==> src/sv/on_off_toggler_with_lifetime_top_defines.svh <==
// Assertion helpers shared by the toggler's RTL files.
`ifndef ON_OFF_TOGGLER_WITH_LIFETIME_TOP_DEFINES_SVH
`define ON_OFF_TOGGLER_WITH_LIFETIME_TOP_DEFINES_SVH

// Same-cycle implication, sampled on clk, off during reset.
`define OTL_ASSERT_IMP(name, ante, cons) \
	name: assert property (@(posedge clk) disable iff (!arst_n) (ante) |-> (cons)) \
		else $error("otl assertion failed");

// Next-cycle implication, sampled on clk, off during reset.
`define OTL_ASSERT_NXT(name, ante, cons) \
	name: assert property (@(posedge clk) disable iff (!arst_n) (ante) |=> (cons)) \
		else $error("otl assertion failed");

`endif

==> src/sv/otl_pkg.sv <==
package otl_pkg;

	localparam int TIME_BITS  = 48;
	localparam int NOW_W      = 48;
	localparam int DELAY_W    = 32;
	localparam int LIFE_W     = 48;
	localparam int PHASE_W    = 42;
	localparam int PER_W      = PHASE_W + 1;
	localparam int DUS_W      = 42;
	localparam int US_PER_MS  = 1000;
	localparam int FUNC_W     = 2;
	localparam int S_TDATA_W  = 80;
	localparam int M_TDATA_W  = 8;
	localparam int CFG_ADDR_W = 2;
	localparam int CFG_DATA_W = 48;
	localparam int Q_DEPTH    = 2;
	localparam int Q_PTR_W    = $clog2(Q_DEPTH);
	localparam int Q_CNT_W    = $clog2(Q_DEPTH + 1);
	localparam int SUM_W      = 65;

	typedef logic [TIME_BITS-1:0] time_t;

	localparam time_t TIME_MAX = '1;

	localparam logic [CFG_ADDR_W-1:0] REG_LIFETIME = 2'd0;
	localparam logic [CFG_ADDR_W-1:0] REG_ON_TIME  = 2'd1;
	localparam logic [CFG_ADDR_W-1:0] REG_OFF_TIME = 2'd2;

	typedef enum logic [FUNC_W-1:0] {
		OP_CHECK    = 2'd0,
		OP_ACTIVATE = 2'd1,
		OP_EXPIRE   = 2'd2,
		OP_NONE     = 2'd3
	} op_t;

	typedef struct packed {
		op_t              op;
		time_t            now;
		logic [DUS_W-1:0] delay_us;
	} req_t;

	typedef struct packed {
		logic [LIFE_W-1:0]  lifetime;
		logic [PHASE_W-1:0] on_time;
		logic [PHASE_W-1:0] off_time;
	} cfg_t;

	// base + inc, clamped to the top of the time range
	function automatic time_t sat_add(time_t base, logic [63:0] inc);
		logic [SUM_W-1:0] sum;
		sum = SUM_W'(base) + SUM_W'(inc);
		if (sum > SUM_W'(TIME_MAX)) begin
			return TIME_MAX;
		end
		return sum[TIME_BITS-1:0];
	endfunction

endpackage

==> src/sv/otl_front.sv <==
module otl_front (
	input  logic                          clk,
	input  logic                          arst_n,
	input  logic                          s_tvalid,
	output logic                          s_tready,
	input  logic [otl_pkg::S_TDATA_W-1:0] s_tdata,  // [47:0] now_us, [79:48] delay_ms
	input  logic [otl_pkg::FUNC_W-1:0]    s_tuser,  // [1:0] func
	input  logic                          q_full,
	output logic                          q_push,
	output otl_pkg::req_t                 q_data
);

	logic          valid_s1;
	otl_pkg::req_t req_s1;
	logic          take;

	assign s_tready = !valid_s1 || !q_full;
	assign take     = s_tvalid && s_tready;
	assign q_push   = valid_s1 && !q_full;
	assign q_data   = req_s1;

	always_ff @(posedge clk or negedge arst_n) begin
		if (!arst_n) begin
			valid_s1 <= 1'b0;
		end else if (take) begin
			valid_s1 <= 1'b1;
		end else if (q_push) begin
			valid_s1 <= 1'b0;
		end
	end

	// decode and scale ms to us up front so the back end sees microseconds only
	always_ff @(posedge clk) begin
		if (take) begin
			req_s1.op       <= otl_pkg::op_t'(s_tuser);
			req_s1.now      <= otl_pkg::TIME_BITS'(s_tdata[otl_pkg::NOW_W-1:0]);
			req_s1.delay_us <=
				otl_pkg::DUS_W'(s_tdata[otl_pkg::NOW_W +: otl_pkg::DELAY_W]) *
				otl_pkg::DUS_W'(otl_pkg::US_PER_MS);
		end
	end

endmodule

==> src/sv/otl_queue.sv <==
`include "on_off_toggler_with_lifetime_top_defines.svh"

module otl_queue (
	input  logic          clk,
	input  logic          arst_n,
	input  logic          push,
	input  otl_pkg::req_t push_data,
	output logic          full,
	input  logic          pop,
	output otl_pkg::req_t pop_data,
	output logic          empty
);

	otl_pkg::req_t                 mem_q [otl_pkg::Q_DEPTH];
	logic [otl_pkg::Q_PTR_W-1:0]   wr_q;
	logic [otl_pkg::Q_PTR_W-1:0]   rd_q;
	logic [otl_pkg::Q_CNT_W-1:0]   cnt_q;

	assign full     = cnt_q == otl_pkg::Q_CNT_W'(otl_pkg::Q_DEPTH);
	assign empty    = cnt_q == '0;
	assign pop_data = mem_q[rd_q];

	always_ff @(posedge clk or negedge arst_n) begin
		if (!arst_n) begin
			wr_q  <= '0;
			rd_q  <= '0;
			cnt_q <= '0;
		end else begin
			if (push) begin
				wr_q <= wr_q + 1'b1;
			end
			if (pop) begin
				rd_q <= rd_q + 1'b1;
			end
			if (push && !pop) begin
				cnt_q <= cnt_q + 1'b1;
			end else if (pop && !push) begin
				cnt_q <= cnt_q - 1'b1;
			end
		end
	end

	always_ff @(posedge clk) begin
		if (push) begin
			mem_q[wr_q] <= push_data;
		end
	end

	`OTL_ASSERT_IMP(a_no_overflow, push, !full)
	`OTL_ASSERT_IMP(a_no_underflow, pop, !empty)
	`OTL_ASSERT_NXT(a_cnt_up, push && !pop, cnt_q == $past(cnt_q) + 1'b1)

endmodule

==> src/sv/otl_back.sv <==
`include "on_off_toggler_with_lifetime_top_defines.svh"

module otl_back (
	input  logic                          clk,
	input  logic                          arst_n,
	input  otl_pkg::cfg_t                 cfg,
	input  logic                          q_empty,
	output logic                          q_pop,
	input  otl_pkg::req_t                 q_data,
	output logic                          m_tvalid,
	input  logic                          m_tready,
	output logic [otl_pkg::M_TDATA_W-1:0] m_tdata
);

	localparam int REM_W = otl_pkg::PER_W + 1;
	localparam int CNT_W = $clog2(otl_pkg::TIME_BITS);

	typedef enum logic [2:0] {
		S_IDLE,
		S_EXEC,
		S_DIV,
		S_FIN,
		S_SAT,
		S_RES
	} state_t;

	typedef enum logic [1:0] {
		ST_ACTIVE  = 2'd0,
		ST_PENDING = 2'd1,
		ST_EXPIRED = 2'd2
	} status_t;

	state_t                        state_q;
	otl_pkg::req_t                 req_q;
	status_t                       status_q;
	logic                          out_on_q;
	logic                          tog_q;
	otl_pkg::time_t                start_q;
	otl_pkg::time_t                next_q;
	otl_pkg::time_t                dvd_q;
	otl_pkg::time_t                base_q;
	logic [REM_W-1:0]              rem_q;
	logic [CNT_W-1:0]              cnt_q;
	logic                          lt_q;
	logic                          m_tvalid_q;
	logic [otl_pkg::M_TDATA_W-1:0] m_tdata_q;

	logic [otl_pkg::PER_W-1:0]   period;
	logic [otl_pkg::PHASE_W-1:0] first;
	logic                        never;
	logic                        ran_out;
	logic                        due;
	logic                        catch_up;
	otl_pkg::time_t              since_start;
	otl_pkg::time_t              arm_time;
	logic [REM_W-1:0]            rem_sh;
	logic                        rem_ge;

	assign period      = otl_pkg::PER_W'(cfg.on_time) + otl_pkg::PER_W'(cfg.off_time);
	assign first       = out_on_q ? cfg.on_time : cfg.off_time;
	assign never       = cfg.lifetime[otl_pkg::LIFE_W-1];
	assign since_start = req_q.now - start_q;
	assign ran_out     = !never && (req_q.now > start_q) &&
		(64'(since_start) > 64'(cfg.lifetime));
	assign due         = req_q.now >= next_q;
	// due check on a live timer with a nonzero period needs the remainder loop
	assign catch_up    = (req_q.op == otl_pkg::OP_CHECK) && (status_q == ST_ACTIVE) &&
		!ran_out && due && (period != '0);
	assign arm_time    = otl_pkg::sat_add(req_q.now, 64'(req_q.delay_us));
	assign rem_sh      = {rem_q[otl_pkg::PER_W-1:0], dvd_q[otl_pkg::TIME_BITS-1]};
	assign rem_ge      = rem_sh >= REM_W'(period);

	assign q_pop    = (state_q == S_IDLE) && !q_empty && (!m_tvalid_q || m_tready);
	assign m_tvalid = m_tvalid_q;
	assign m_tdata  = m_tdata_q;

	always_ff @(posedge clk or negedge arst_n) begin
		if (!arst_n) begin
			state_q    <= S_IDLE;
			req_q      <= '0;
			status_q   <= ST_EXPIRED;
			out_on_q   <= 1'b0;
			tog_q      <= 1'b0;
			start_q    <= '0;
			next_q     <= '0;
			dvd_q      <= '0;
			base_q     <= '0;
			rem_q      <= '0;
			cnt_q      <= '0;
			lt_q       <= 1'b0;
			m_tvalid_q <= 1'b0;
			m_tdata_q  <= '0;
		end else begin
			if (m_tvalid_q && m_tready) begin
				m_tvalid_q <= 1'b0;
			end
			case (state_q)
				S_IDLE: begin
					if (q_pop) begin
						req_q   <= q_data;
						tog_q   <= 1'b0;
						state_q <= S_EXEC;
					end
				end
				S_EXEC: begin
					state_q <= catch_up ? S_DIV : S_RES;
					case (req_q.op)
						otl_pkg::OP_ACTIVATE: begin
							if (cfg.lifetime != '0) begin
								status_q <= ST_ACTIVE;
								start_q  <= arm_time;
								next_q   <= arm_time;
							end
						end
						otl_pkg::OP_EXPIRE: begin
							if (status_q == ST_ACTIVE) begin
								status_q <= ST_PENDING;
							end
						end
						otl_pkg::OP_CHECK: begin
							// a check while expired changes nothing
							if (status_q != ST_EXPIRED) begin
								if (ran_out || status_q == ST_PENDING) begin
									tog_q    <= out_on_q;
									out_on_q <= 1'b0;
									status_q <= ST_EXPIRED;
								end else if (due) begin
									out_on_q <= !out_on_q;
									if (period == '0) begin
										tog_q <= 1'b1;
									end else begin
										dvd_q <= req_q.now - next_q;
										rem_q <= '0;
										cnt_q <= CNT_W'(otl_pkg::TIME_BITS - 1);
									end
								end
							end
						end
						default: begin
						end
					endcase
				end
				S_DIV: begin
					// restoring remainder, one dividend bit per cycle
					rem_q <= rem_ge ? rem_sh - REM_W'(period) : rem_sh;
					dvd_q <= dvd_q << 1;
					if (cnt_q == '0) begin
						state_q <= S_FIN;
					end else begin
						cnt_q <= cnt_q - 1'b1;
					end
				end
				S_FIN: begin
					// start of the current period = now - (elapsed mod period)
					lt_q    <= rem_q < REM_W'(first);
					base_q  <= req_q.now - otl_pkg::TIME_BITS'(rem_q);
					state_q <= S_SAT;
				end
				S_SAT: begin
					if (lt_q) begin
						next_q <= otl_pkg::sat_add(base_q, 64'(first));
					end else begin
						out_on_q <= !out_on_q;
						next_q   <= otl_pkg::sat_add(base_q, 64'(period));
					end
					tog_q   <= 1'b1;
					state_q <= S_RES;
				end
				S_RES: begin
					m_tvalid_q <= 1'b1;
					m_tdata_q  <= otl_pkg::M_TDATA_W'({status_q == ST_ACTIVE, out_on_q, tog_q});
					state_q    <= S_IDLE;
				end
				default: begin
					state_q <= S_IDLE;
				end
			endcase
		end
	end

	`OTL_ASSERT_IMP(a_div_period, state_q == S_DIV, period != '0)
	`OTL_ASSERT_IMP(a_rem_range, state_q == S_FIN, rem_q < REM_W'(period))
	`OTL_ASSERT_IMP(a_out_free, state_q == S_RES, !m_tvalid_q)
	`OTL_ASSERT_NXT(a_res_shown, state_q == S_RES, m_tvalid_q)

endmodule

==> src/sv/on_off_toggler_with_lifetime_top.sv <==
// A request is registered in the front stage, queued, then popped by the back end, which runs
// S_EXEC and S_RES; a check that catches up over missed phases adds S_DIV, S_FIN and S_SAT,
// the bit-serial remainder unit being the slow step. The back end takes one item at a time
// and pops only in S_IDLE. Front and queue keep accepting until both are full.
// Reset: arst_n asynchronous, active low; output off, timer expired, times zero,
// lifetime -1 (never expires), on and off times zero.
module on_off_toggler_with_lifetime_top (
	input  logic                           clk,
	input  logic                           arst_n,
	// request channel
	input  logic                           s_tvalid,
	output logic                           s_tready,
	input  logic [otl_pkg::S_TDATA_W-1:0]  s_tdata,   // [47:0] now_us, [79:48] delay_ms
	input  logic [otl_pkg::FUNC_W-1:0]     s_tuser,   // [1:0] func
	// result channel
	output logic                           m_tvalid,
	input  logic                           m_tready,
	output logic [otl_pkg::M_TDATA_W-1:0]  m_tdata,   // [0] toggled, [1] output_on,
	                                                  // [2] active, [7:3] zero
	// register writes
	input  logic                           cfg_we,
	input  logic [otl_pkg::CFG_ADDR_W-1:0] cfg_addr,
	input  logic [otl_pkg::CFG_DATA_W-1:0] cfg_wdata
);

	otl_pkg::cfg_t cfg_q;
	logic          q_full;
	logic          q_push;
	otl_pkg::req_t q_wdata;
	logic          q_empty;
	logic          q_pop;
	otl_pkg::req_t q_rdata;

	// Register file. Writes must come only while the block is idle (the user's duty; the block does
	// not enforce it), so the back end may read these straight through.
	always_ff @(posedge clk or negedge arst_n) begin
		if (!arst_n) begin
			cfg_q.lifetime <= '1;
			cfg_q.on_time  <= '0;
			cfg_q.off_time <= '0;
		end else if (cfg_we) begin
			case (cfg_addr)
				otl_pkg::REG_LIFETIME: cfg_q.lifetime <= cfg_wdata[otl_pkg::LIFE_W-1:0];
				otl_pkg::REG_ON_TIME:  cfg_q.on_time  <= cfg_wdata[otl_pkg::PHASE_W-1:0];
				otl_pkg::REG_OFF_TIME: cfg_q.off_time <= cfg_wdata[otl_pkg::PHASE_W-1:0];
				default: begin
				end
			endcase
		end
	end

	// Front: takes requests, decodes the kind and scales the delay to microseconds.
	otl_front u_front (
		.clk      (clk),
		.arst_n   (arst_n),
		.s_tvalid (s_tvalid),
		.s_tready (s_tready),
		.s_tdata  (s_tdata),
		.s_tuser  (s_tuser),
		.q_full   (q_full),
		.q_push   (q_push),
		.q_data   (q_wdata)
	);

	// Short queue so the front keeps taking requests during a long catch-up.
	otl_queue u_queue (
		.clk       (clk),
		.arst_n    (arst_n),
		.push      (q_push),
		.push_data (q_wdata),
		.full      (q_full),
		.pop       (q_pop),
		.pop_data  (q_rdata),
		.empty     (q_empty)
	);

	// Back: timer state, lifetime check, phase catch-up and the result register.
	otl_back u_back (
		.clk      (clk),
		.arst_n   (arst_n),
		.cfg      (cfg_q),
		.q_empty  (q_empty),
		.q_pop    (q_pop),
		.q_data   (q_rdata),
		.m_tvalid (m_tvalid),
		.m_tready (m_tready),
		.m_tdata  (m_tdata)
	);

endmodule

==> config.mk <==
export PLATFORM = sky130hd
export DESIGN_NAME = on_off_toggler_with_lifetime_top
export DESIGN_NICKNAME = d
export VERILOG_FILES = /design/src/sv/otl_pkg.sv /design/src/sv/otl_front.sv /design/src/sv/otl_queue.sv /design/src/sv/otl_back.sv /design/src/sv/on_off_toggler_with_lifetime_top.sv
export VERILOG_INCLUDE_DIRS = /design/src /design/src/sv
export SDC_FILE = /design/constraint.sdc
export NUM_CORES = 2
export LEC_CHECK = 0
export ABC_CLOCK_PERIOD_IN_PS = 6300
export BUFFER_PORTS_ARGS = -buffer_cell sky130_fd_sc_hd__buf_4
export CORE_MARGIN = 2
export CORE_UTILIZATION = 58
export DETAILED_ROUTE_END_ITERATION = 10
export PLACE_DENSITY = 0.78
export RECOVER_POWER = 100
export SLEW_MARGIN = 20
export SYNTH_ARGS = -nofsm -noshare
export SYNTH_HDL_FRONTEND = slang
export SYNTH_SLANG_ARGS = --single-unit
==> constraint.sdc <==
create_clock -name clk -period 6.3 [get_ports clk]
set_clock_uncertainty 0.15 [all_clocks]
set_input_delay 0.315 -clock clk [delete_from_list [all_inputs] [get_ports clk]]
set_output_delay 0.315 -clock clk [all_outputs]
set_load 0.01 [all_outputs]
==> results.cfg <==
[run_status]
status = finished with violations
violations = max-capacitance violations, max-slew violations, negative setup slack

[critical_path]
crit_family = compound AO/OA/AOI/OAI gates
crit_path_max_fanout = 8
critPathMaxStageDelay_ps = 410
cp-end-kind = flop
r2r_slack_ps = -50
cp-start-kind = flop
cp_slowest_cell = dfrtp_1
reg2reg_to = u_back.dvd_q[2]$_DFFE_PN0P_
crit_type = reg2reg
crit_buf_inv = 6
arrival_ps = 6770
worstReg2RegStart = u_back.req_q[43]$_DFFE_PN0P_
cp.required_ps = 6730
r2r_cells = 31

[route]
vias = 47880
viasPerCell = 6.267
wl_um = 176100
wl_per_cell_um = 23.05
dr.pass1.iters = 8
drc = 0
first_iter_violations = 5043
postRouteAntennaNets = 0

[logic_synthesis]
ys_seq_area_frac = 0.3605
ys_seq_elements = 747
async_reset_ff_frac = 0.6426
synth.avg_cell_area_um2 = 9.552
yosys.area_share.simple = 0.1206
synthAdderAreaFrac = 0.1645
yosys_warnings = 0
synth_ff_type = dfrtp_1
synth_area_um2 = 55720
synth_edf_count = 267
syn_inst = 5834
synth-xor-area-share = 0.05452
synthMuxAreaShare = 0.04881
synth_cell_types = 108
synth_compound_area_frac = 0.2087
synth_top_family_by_area = compound AO/OA/AOI/OAI gates

[clocking]
cts_buffer_depth = 3
cts_inserted_buffers = 84
cts_tree = done
path_clk_slew_ps = 60
root_buffer = clkbuf_16
cts.htree.levels = 3
clock_latency_ps = 680
cts.sinks = 747

[cells_and_area]
nFillCells = 7381
syn2layout_area_growth_pct = 16.81
instances_no_fill = 7640
multiInputGateArea_um2 = 34010
seqCellArea_um2 = 20090
drive_above_1_share = 0.1481
fin_nets = 7097

[place]
dpl.hpwl_um = 133000
preCtsSetupSlack_ps = -413.1
gp_congestion = 0.9842
portBuffers = 141
placed_cells_incl_taps = 7341

[hold_path]
hp-start = s_tdata[51]
hold_path_end = u_front.q_data[6]$_DFFE_PP_
worstHoldPathType = in2reg
whs_path_depth = 3

[timing]
finalSetupViolations = 32
slew_viol_final = 791
fin_crit_ps = 6345
worst_pin_slew_ps = 4565
holdWs_ps = 24.70
max_freq_mhz = 157.6
rsz0062_at_grt = true
maxSlewHeadroom = -2.043
fin_ws_ps = -45.11
timing.final.crit_share = 1.007
hold_viol = 0

[grt]
grtUsageTotal = 0.3469
grt_max_degree = 180
grt_pass1_wl_um = 265200
globalRouteOverflowTotal = 0
grt_pass1_vias = 47090
antenna_found_initial = 6

[floorplanning]
rows = 113
die_area_um2 = 98570
ios = 147
die-height_um = 314.0
fp.dieW_um = 314.0
core_region_area_um2 = 95150
start_util = 0.5856

[flow_run]
drv_cap = 12
-- cells in the final DEF, fill, tap and decap left out, drive strengths merged, types with 51 or more instances in the layout --
cell and n:
xnor2 215, a21oi 576, clkbuf 204, mux2i 139, o21ai 402, fa 126
mux2 118, nor2 425, nor2b 56, ha 531, edfxtp 267, nand4 78
dfrtp 431, nand2 392, nand3 89, o21bai 58, xor2 131, o21a 51
a21o 255, buf 400, inv 395, a211oi 52, nor3 85, a31oi 51
nand2b 65, dlygate4sd3 104
-- synth_stat cells (139+ instances only) --
| master | number | area share |
|---|---|---|
| a21o_1 | 254 | 0.034 |
| a21oi_1 | 572 | 0.051 |
| clkbuf_1 | 173 | 0.012 |
| dfrtp_1 | 431 | 0.19 |
| edfxtp_1 | 267 | 0.14 |
| ha_1 | 531 | 0.12 |
| inv_1 | 388 | 0.026 |
| mux2i_1 | 139 | 0.025 |
| nand2_1 | 392 | 0.026 |
| nor2_1 | 424 | 0.029 |
| o21ai_0 | 380 | 0.034 |
| xnor2_1 | 214 | 0.034 |
-- registers in the layout (all words and copies together), names as in the netlist, 2 cells and up --
| register | flops |
|---|---|
| u_back.status_q | 2 |
| u_back.dvd_q | 48 |
| u_back.cnt_q | 6 |
| u_back.req_q | 89 |
| u_back.base_q | 48 |
| u_queue.mem_q | 178 |
| u_back.rem_q | 44 |
| u_back.start_q | 48 |
| u_back.m_tdata | 3 |
| u_front.q_data | 89 |
| cfg_q | 132 |
| u_back.next_q | 48 |
| u_queue.cnt_q | 2 |
| u_back.state_q | 3 |
-- cell type report --
class                   count  area share
multi-input cells        4487      0.5224
flip-flops and latches    747      0.3087
repair buffers            592     0.07812
clock buffers             116     0.03646
well taps                1265     0.02432
inverters                 391     0.02255
clock inverters            41    0.007381
diodes                      1  0.00003844
-- worst max path at each step --
stage	from	endpoint	slack, ps	depth (start not counted)
after global placement	u_back.start_q[1]$_DFFE_PN0P_	u_back.dvd_q[4]$_DFFE_PN0P_	-250	31
final	u_back.req_q[43]$_DFFE_PN0P_	u_back.dvd_q[2]$_DFFE_PN0P_	-50	31
after floorplan	u_back.req_q[43]$_DFFE_PN0P_	u_back.dvd_q[31]$_DFFE_PN0P_	230	26
after detailed placement	u_back.req_q[42]$_DFFE_PN0P_	u_back.dvd_q[1]$_DFFE_PN0P_	-410	33
after CTS	u_back.req_q[42]$_DFFE_PN0P_	u_back.dvd_q[33]$_DFFE_PN0P_	0.8	33
after global routing	u_back.start_q[1]$_DFFE_PN0P_	u_back.dvd_q[2]$_DFFE_PN0P_	-310	31
-- through the flow --
step | util | instance area (um2) | setup TNS [ps]
global placement | 0.6317 | 60110 | -14390
CTS | 0.6765 | 64370 | 0
detailed placement | 0.6318 | 60120 | -24550
floorplan | - | 55740 | 0
global route | 0.6841 | 65090 | -21640
finish | 0.6841 | 65090 | -607.6
-- worst min-delay path: cells and delay by family --
family     cells  cell delay (ps)
buf+inv        1              140
fa+ha+maj      2              270
-- what timing repair did --
action	in CTS	in global routing
endpoints found under the setup margin	98	110
hold buffers	104	0
hold endpoints to repair	260	0
pin swaps	25	65
resized for setup	38	110
setup buffers	13	12
gates cloned	3	12
-- routing by layer --
metal  track usage  vias to the layer above  wire, um
met5             0                        -        61
met4        0.1394                        8      8242
met3       0.04328                      405     12090
met2        0.5643                     1893     81350
met1        0.4725                    23400     74380
li1              -                    22180         -
-- logic make-up (layout without fill, tap and decap cells) --
logic type                 count (synthesis)  after routing
AOI/OAI and AO/OA                       1804           1805
xor gates and xnor gates                 346            346
adders and majority gates                657            657
buffers and inverters                    605           1140
DFF                                      747            747
muxes                                    257            257
other                                      1              6
and+or+nand+nor                         1417           1417
Power is left out: the tool's default activity adds up to more than one toggle a clock period on the data nets, which glitch-free logic cannot reach.
